File: src/design/preemptive_priority_scheduler_assert.svh
// Assertion macros for the preemptive priority scheduler.
// Expects clk and rst in scope at the point of use.
`ifndef PREEMPTIVE_PRIORITY_SCHEDULER_ASSERT_SVH
`define PREEMPTIVE_PRIORITY_SCHEDULER_ASSERT_SVH
`ifndef SYNTHESIS
`define PPS_ASSERT_IMP(name, ante, cons) \
  name: assert property (@(posedge clk) disable iff (rst) (ante) |-> (cons)) \
    else $error("pps: implication check failed");
`define PPS_ASSERT_NXT(name, ante, cons) \
  name: assert property (@(posedge clk) disable iff (rst) (ante) |=> (cons)) \
    else $error("pps: next-cycle check failed");
`else
`define PPS_ASSERT_IMP(name, ante, cons)
`define PPS_ASSERT_NXT(name, ante, cons)
`endif
`endif

File: src/design/pps_pkg.sv
// Shared constants and types for the preemptive priority scheduler.
// No dependencies.
`timescale 1ns / 1ps
`default_nettype none
package pps_pkg;
  localparam int MAX_PROCESSES = 32;
  localparam int CNT_W    = $clog2(MAX_PROCESSES + 1);
  localparam int IDX_W    = (MAX_PROCESSES > 1) ? $clog2(MAX_PROCESSES) : 1;
  localparam int PRIO_W   = 8;
  localparam int ARR_W    = 16;
  localparam int BURST_W  = 16;
  localparam int PID_W    = 5;
  localparam int FINISH_W = 22;
  localparam int TAT_W    = 21;
  localparam int WAIT_W   = 21;
  // worst case: last arrival plus every burst back to back
  localparam int TICK_W   = $clog2((MAX_PROCESSES + 1) * (2 ** BURST_W));

  // scan token handed from cell to cell
  typedef struct packed {
    logic               valid;
    logic               found;
    logic [IDX_W-1:0]   idx;
    logic [PRIO_W-1:0]  prio;
    logic [ARR_W-1:0]   arr;
    logic [BURST_W-1:0] rem;
    logic [BURST_W-1:0] burst;
    logic               nfound;
    logic [ARR_W-1:0]   narr;
  } scan_tok_t;

  typedef struct packed {
    logic               en;
    logic [IDX_W-1:0]   idx;
    logic [PRIO_W-1:0]  prio;
    logic [ARR_W-1:0]   arr;
    logic [BURST_W-1:0] burst;
  } load_wr_t;

  typedef struct packed {
    logic               en;
    logic [IDX_W-1:0]   idx;
    logic [BURST_W-1:0] rem;
    logic               done;
  } upd_wr_t;
endpackage
`default_nettype wire

File: src/design/pps_cell.sv
// One scheduler cell: holds one process entry and folds it into the scan token.
// Depends on pps_pkg.
`timescale 1ns / 1ps
`default_nettype none
module pps_cell (
  input  wire logic                      clk,
  input  wire logic                      rst,
  input  wire logic [pps_pkg::IDX_W-1:0]  cell_index,
  input  wire logic [pps_pkg::CNT_W-1:0]  load_cnt,
  input  wire logic [pps_pkg::TICK_W-1:0] tick,
  input  wire pps_pkg::load_wr_t          load_wr,
  input  wire pps_pkg::upd_wr_t           upd_wr,
  input  wire pps_pkg::scan_tok_t         tok_in,
  output pps_pkg::scan_tok_t              tok_out
);
  import pps_pkg::*;

  logic [PRIO_W-1:0]  prio;
  logic [ARR_W-1:0]   arr;
  logic [BURST_W-1:0] burst;
  logic [BURST_W-1:0] rem;
  logic               finished;

  logic active, arrived, eligible, pending, better, earlier;
  scan_tok_t tok_next;

  assign active   = CNT_W'(cell_index) < load_cnt;
  assign arrived  = TICK_W'(arr) <= tick;
  assign eligible = active && !finished && arrived;
  assign pending  = active && !finished && !arrived;
  assign better   = !tok_in.found || (prio < tok_in.prio) ||
                    ((prio == tok_in.prio) && (arr < tok_in.arr));
  assign earlier  = !tok_in.nfound || (arr < tok_in.narr);

  always_comb begin
    tok_next = tok_in;
    if (eligible && better) begin
      tok_next.found = 1'b1;
      tok_next.idx   = cell_index;
      tok_next.prio  = prio;
      tok_next.arr   = arr;
      tok_next.rem   = rem;
      tok_next.burst = burst;
    end
    if (pending && earlier) begin
      tok_next.nfound = 1'b1;
      tok_next.narr   = arr;
    end
  end

  always_ff @(posedge clk) begin
    if (rst) begin
      tok_out <= '0;
    end else begin
      tok_out <= tok_next;
    end
  end

  always_ff @(posedge clk) begin
    if (load_wr.en && (load_wr.idx == cell_index)) begin
      prio  <= load_wr.prio;
      arr   <= load_wr.arr;
      burst <= load_wr.burst;
      rem   <= load_wr.burst;
    end else if (upd_wr.en && (upd_wr.idx == cell_index)) begin
      rem <= upd_wr.rem;
    end
  end

  always_ff @(posedge clk) begin
    if (rst) begin
      finished <= 1'b0;
    end else if (load_wr.en && (load_wr.idx == cell_index)) begin
      finished <= 1'b0;
    end else if (upd_wr.en && (upd_wr.idx == cell_index) && upd_wr.done) begin
      finished <= 1'b1;
    end
  end
endmodule
`default_nettype wire

File: config.mk
export PLATFORM = sky130hd
export DESIGN_NAME = pps_cell
export DESIGN_NICKNAME = d
export VERILOG_FILES = /design/src/design/preemptive_priority_scheduler_assert.svh /design/src/design/pps_pkg.sv /design/src/design/pps_cell.sv
export SDC_FILE = /design/constraint.sdc
export NUM_CORES = 1
export LEC_CHECK = 0
export ABC_AREA = 1
export BUFFER_PORTS_ARGS = -buffer_cell sky130_fd_sc_hd__buf_4
export CORE_MARGIN = 4
export CORE_UTILIZATION = 54
export CTS_CLUSTER_DIAMETER = 50
export DETAILED_ROUTE_END_ITERATION = 8
export PLACE_DENSITY_LB_ADDON = 0.25
export REMOVE_ABC_BUFFERS = 1
export SYNTH_ARGS = -nofsm -noshare
export SYNTH_HDL_FRONTEND = slang
export SYNTH_SLANG_ARGS = --single-unit
File: constraint.sdc
create_clock -name clk -period 4.28 [get_ports clk]
set_input_delay 0 -clock clk [delete_from_list [all_inputs] [get_ports clk]]
set_output_delay 0 -clock clk [all_outputs]
set_load 0.03 [all_outputs]
[After elaboration in Yosys (flattened, before gate mapping)]
Cells that the tools add are included.
Word-level totals
  input bits: 184
  output and inout port bits: 80
  flip-flop bits (word level): 137
Cells by class
  $lt $le $gt $ge: 5
  reduce and logical (&&, ||, !) cells: 18
  mux-type cells: 4
  equal/unequal tests: 3
Operators by type and width (number)
  $mux 62: 1
  $lt 16x16->1: 2
  $mux 16: 2
  $le 16x22->1: 1
  $mux 17: 1
  $eq 5x5->1: 2
  $logic_and 1x1->1: 9
  $eq 8x8->1: 1
  $lt 8x8->1: 1
  $lt 5x6->1: 1
  $logic_not 1->1: 4
  $logic_or 1x1->1: 3
  $reduce_bool 2->1: 1
  $reduce_or 2->1: 1

[Logic depth before layout (Yosys ltp)]
  depth in word-level cells: 5
  gate-level depth with buffers: 16

[Worst setup path before layout]
No wires, ideal clock.
  path kind: register to register
  start point: reg arr[9]
  end point: reg tok_out[67] (netlist bit)
  data arrival time: 1.792 ns
  stages on the path, launching flop included: 13
  slack: 2.375 ns
  path buffers: 1
  data required time: 4.167 ns
  cells stage by stage: edfxtp_1 > ha_1 > nand2_1 > inv_1 > o21ai_0 > a21oi_1 > nor2_1 > nand2_1 > nand2_1 > clkbuf_1 > nand3_1 > nand2_1 > nor2_1
Between the ends
  word-level cells in the longest chain between the ends: 5
  elaborated cells between the ends (all ways): 7
Ends and longest elaborated chain
  start, declared: line pps_cell.sv:19  | logic [ARR_W-1:0] arr;
  start signal, assigned: line pps_cell.sv:62  | arr <= load_wr.arr;
  $lt 16x16->1: line pps_cell.sv:32  | ((prio == tok_in.prio) && (arr < tok_in.arr));
  $logic_and 1x1->1: line pps_cell.sv:32
  $logic_or 1x1->1: line pps_cell.sv:31  | assign better = !tok_in.found || (prio < tok_in.prio) ||
  $logic_and 1x1->1 *: line pps_cell.sv:37  | if (eligible && better) begin
  $mux 62 *: line pps_cell.sv:37
  end signal, assigned: line pps_cell.sv:55  | tok_out <= tok_next;
  end, declared: line pps_cell.sv:14  | output pps_pkg::scan_tok_t tok_out
Every way passes the cells marked *; elsewhere a longest branch is shown, timed or not.
A chain may end at the register's enable or synchronous reset.

[Worst setup path in the final report]
  start point: reg arr[15]
  end point: reg tok_out[73] (netlist bit)
The elaborated chain is that of the path after synthesis.

==> flow_summary.ini <==
[place]
portBuffers = 263
place_congestion = 0.835
hpwl_mm = 14.1
place_area_sq_um = 9120

[sta]
clock_skew_ns = 0.00909
min_period_ns = 3.36
slew_violations = 0
holdWs_ns = 0.297
setup_tns_ns = 0
setup_violations = 0
relSlewSlack_pct = 20.2
max_freq_mhz = 298
rsz0062_at_grt = no
finalCritPeriodShare_pct = 78.4
final_hold_viol_count = 0
tightest_slew_ns = 1.19

[critical_path]
path_max_fanout = 61
rrSetupSlack_ns = 0.92
crit_start = arr[15]
reg2reg_from = arr[15]
arrival_ns = 3.72
critPathLaunchType = flip-flop
end_kind = flip-flop
crit_required_ns = 4.64
worst-setup-path-type = flip-flop to flip-flop

[clock_network]
cts_buffers = 17
path_clk_slew_ns = 0.06
tritoncts = done
cts_buffer_depth = 2
cts-resized-gates = 0
clock_sinks = 137
htreeDepth = 4
worstSkewPairLatency_ns = 0.42
root_buffer = clkbuf_16

[global_routing]
antenna_found_initial = 2
grt.total_usage_pct = 34.7
grt_overflow = 0
grt_start_max_net_pins = 62
grt_pass1_wl_mm = 40.1
grt_pass1_vias = 8171

[yosys]
ys_warn_count = 0
syn-cell-area_sq_um = 7110
avgSynthCellArea_sq_um = 7.92
synth_edf_count = 56
yosysSeqAreaShare_pct = 46.5
ys_ff_latch = 137
ys.flop_type = dfxtp_1
yosysUniqueCellTypes = 41
postSynthCellCount = 897
synth-async-reset-ratio_pct = 0

[detailed_routing]
dr.pass1.iters = 7
drt_iter0_drc = 662
route.final.wire_length_mm = 26.4
drc = 0
viasPerCell = 5.33
wire_per_inst_microns = 17.8
vias = 7898
final_antenna_net_count = 0

[pwr]
internal-power_mw = 2.71
leakage_nw = 5.84
irDropWorstVdd_mv = 0.320
p_sw_mw = 1.13
netSwitchingFraction_pct = 29.3
power_frac_clock_pct = 38.1
power_density_nw_per_um2 = 345
p_comb_share_pct = 23.4
pwr-share-seq_pct = 38.5

[hold_path]
hp-start = load_wr[18]
min_path_type = input pin to flip-flop

[flow_run]
max_cap_violations = 0

[cells_and_area]
drive_gt1_share_pct = 24.3
syn2layout_area_growth_pct = 56.7
final_area_sq_um = 11100
fill_cells = 622
nets = 1536

[die]
io_pins = 264
start_util_pct = 55.6
dieHeight_microns = 123
die-width_microns = 123
die-area_sq_um = 15100
core-area_sq_um = 12800
num_rows = 41

[run_status]
status = finished, final reports clean
==> worst paths after layout <==
check	endpoint	cells after the start
setup / recovery	tok_out[73]	11
hold / removal	arr[2]	2
setup reg to reg	tok_out[73]	11
hold reg to reg	finished	2
==> critical path, stage by stage, from the launching register on <==
cell	delay (ns)
edfxtp_1	0.46
ha_1	0.34
nand2_1	0.10
nand3_1	0.10
nor2_1	0.12
o211ai_1	0.12
nor2_1	0.20
a21oi_1	0.18
nor2_8	0.77
nor2_1	0.14
nor2_1	0.18
dlygate4sd3_1	0.58
==> layer usage <==
metal	track usage [%]	up-vias	part of all wire (%)
met3	10.0	143	10
met4	21.1	0	5.5
met1	35.8	3580	33
met2	62.0	568	51
met5	0	-	0
li1	-	3607	-
==> kinds of logic (layout without fill, tap and decap cells) <==
kind of cell,Yosys count,count (layout),share of synthesized area [%]
and+or+nand+nor,459,459,27.2
buffers and inverters,183,593,11.1
DFF,137,137,46.5
adders and majority gates,58,58,10.2
AOI/OAI and AO/OA,56,56,4.51
xor gates and xnor gates,4,4,0.493
other,0,2,0
==> power by group through the flow <==
stage               Combinational (mW)  Clock [mW]  Sequential (mW)
finish                           0.898        1.46             1.48
global route                     0.958        1.51             1.49
CTS                              0.854        1.45             1.47
detailed placement               0.739           0             1.50
global placement                 0.727           0             1.50
floorplan                        0.260           0             1.64
==> layout make-up <==
type | count | area, sq um | area share [%]
diodes | 2 | 5.00 | 0.0449
clock buffers | 21 | 450 | 4.04
clock inverters | 11 | 123 | 1.10
inverters | 149 | 559 | 5.02
multi-input cells | 577 | 3020 | 27.1
flip-flops and latches | 137 | 3300 | 29.7
well taps | 172 | 215 | 1.93
repair buffers | 412 | 3470 | 31.1
==> Yosys cell counts, drive strengths merged (2+ instances only) <==
| library cell | count | share of area (%) |
|---|---|---|
| nand3 | 89 | 6.5 |
| dfxtp | 81 | 23 |
| o21bai | 2 | 0.21 |
| nand2 | 193 | 10 |
| nor2 | 167 | 9.3 |
| buf | 23 | 2.7 |
| o21ai | 7 | 0.49 |
| a221oi | 2 | 0.25 |
| a21oi | 37 | 2.8 |
| clkbuf | 11 | 0.58 |
| nand4 | 3 | 0.35 |
| nand3b | 2 | 0.26 |
| clkinv | 2 | 0.11 |
| xor2 | 4 | 0.49 |
| edfxtp | 56 | 24 |
| ha | 58 | 10 |
| nor3 | 3 | 0.21 |
| o22ai | 2 | 0.18 |
| inv | 147 | 7.8 |
==> layout by cell type (no fill, tap or decap), drive strengths merged <==
master	Yosys	final
dlygate4sd3	0	144
bufinv	0	2
nand3b	2	2
nor3	3	3
a21boi	1	1
nand2	193	193
o22ai	2	2
edfxtp	56	56
o21a	1	1
a221oi	2	2
or2	1	1
xor2	4	4
o21ai	7	7
clkbuf	11	21
a31oi	1	1
clkinvlp	0	4
a21o	1	1
a211oi	1	1
clkinv	2	4
and2	1	1
nor2	167	167
nand3	89	89
diode	0	2
a21oi	37	37
nand4	3	3
inv	147	150
buf	23	268
o21bai	2	2
dfxtp	81	81
o211ai	1	1
ha	58	58
==> state kept, by name (all words and copies together), names as in the netlist <==
signal,flops
prio,8
burst,16
arr,16
tok_out,80
rem,16
finished,1
==> stage by stage <==
stage	cells	worst slack (ns)	power, mW	util (%)
3_5_place_dp	1303	1.47	2.24	71.4
2_1_floorplan	863	1.72	1.90	-
6_report	1481	0.923	3.84	87.2
4_1_cts	1479	1.09	3.77	87.1
3_3_place_gp	1303	1.49	2.23	71.4
5_1_grt	1481	0.801	3.96	87.2
==> timing repair <==
item                                   4_1_cts  5_1_grt
setup buffers                                0        0
setup endpoints to repair                    0        0
endpoints found under the hold margin      137        0
hold buffers                               144        0
Note: power is estimated with default switching activity, not from simulation.
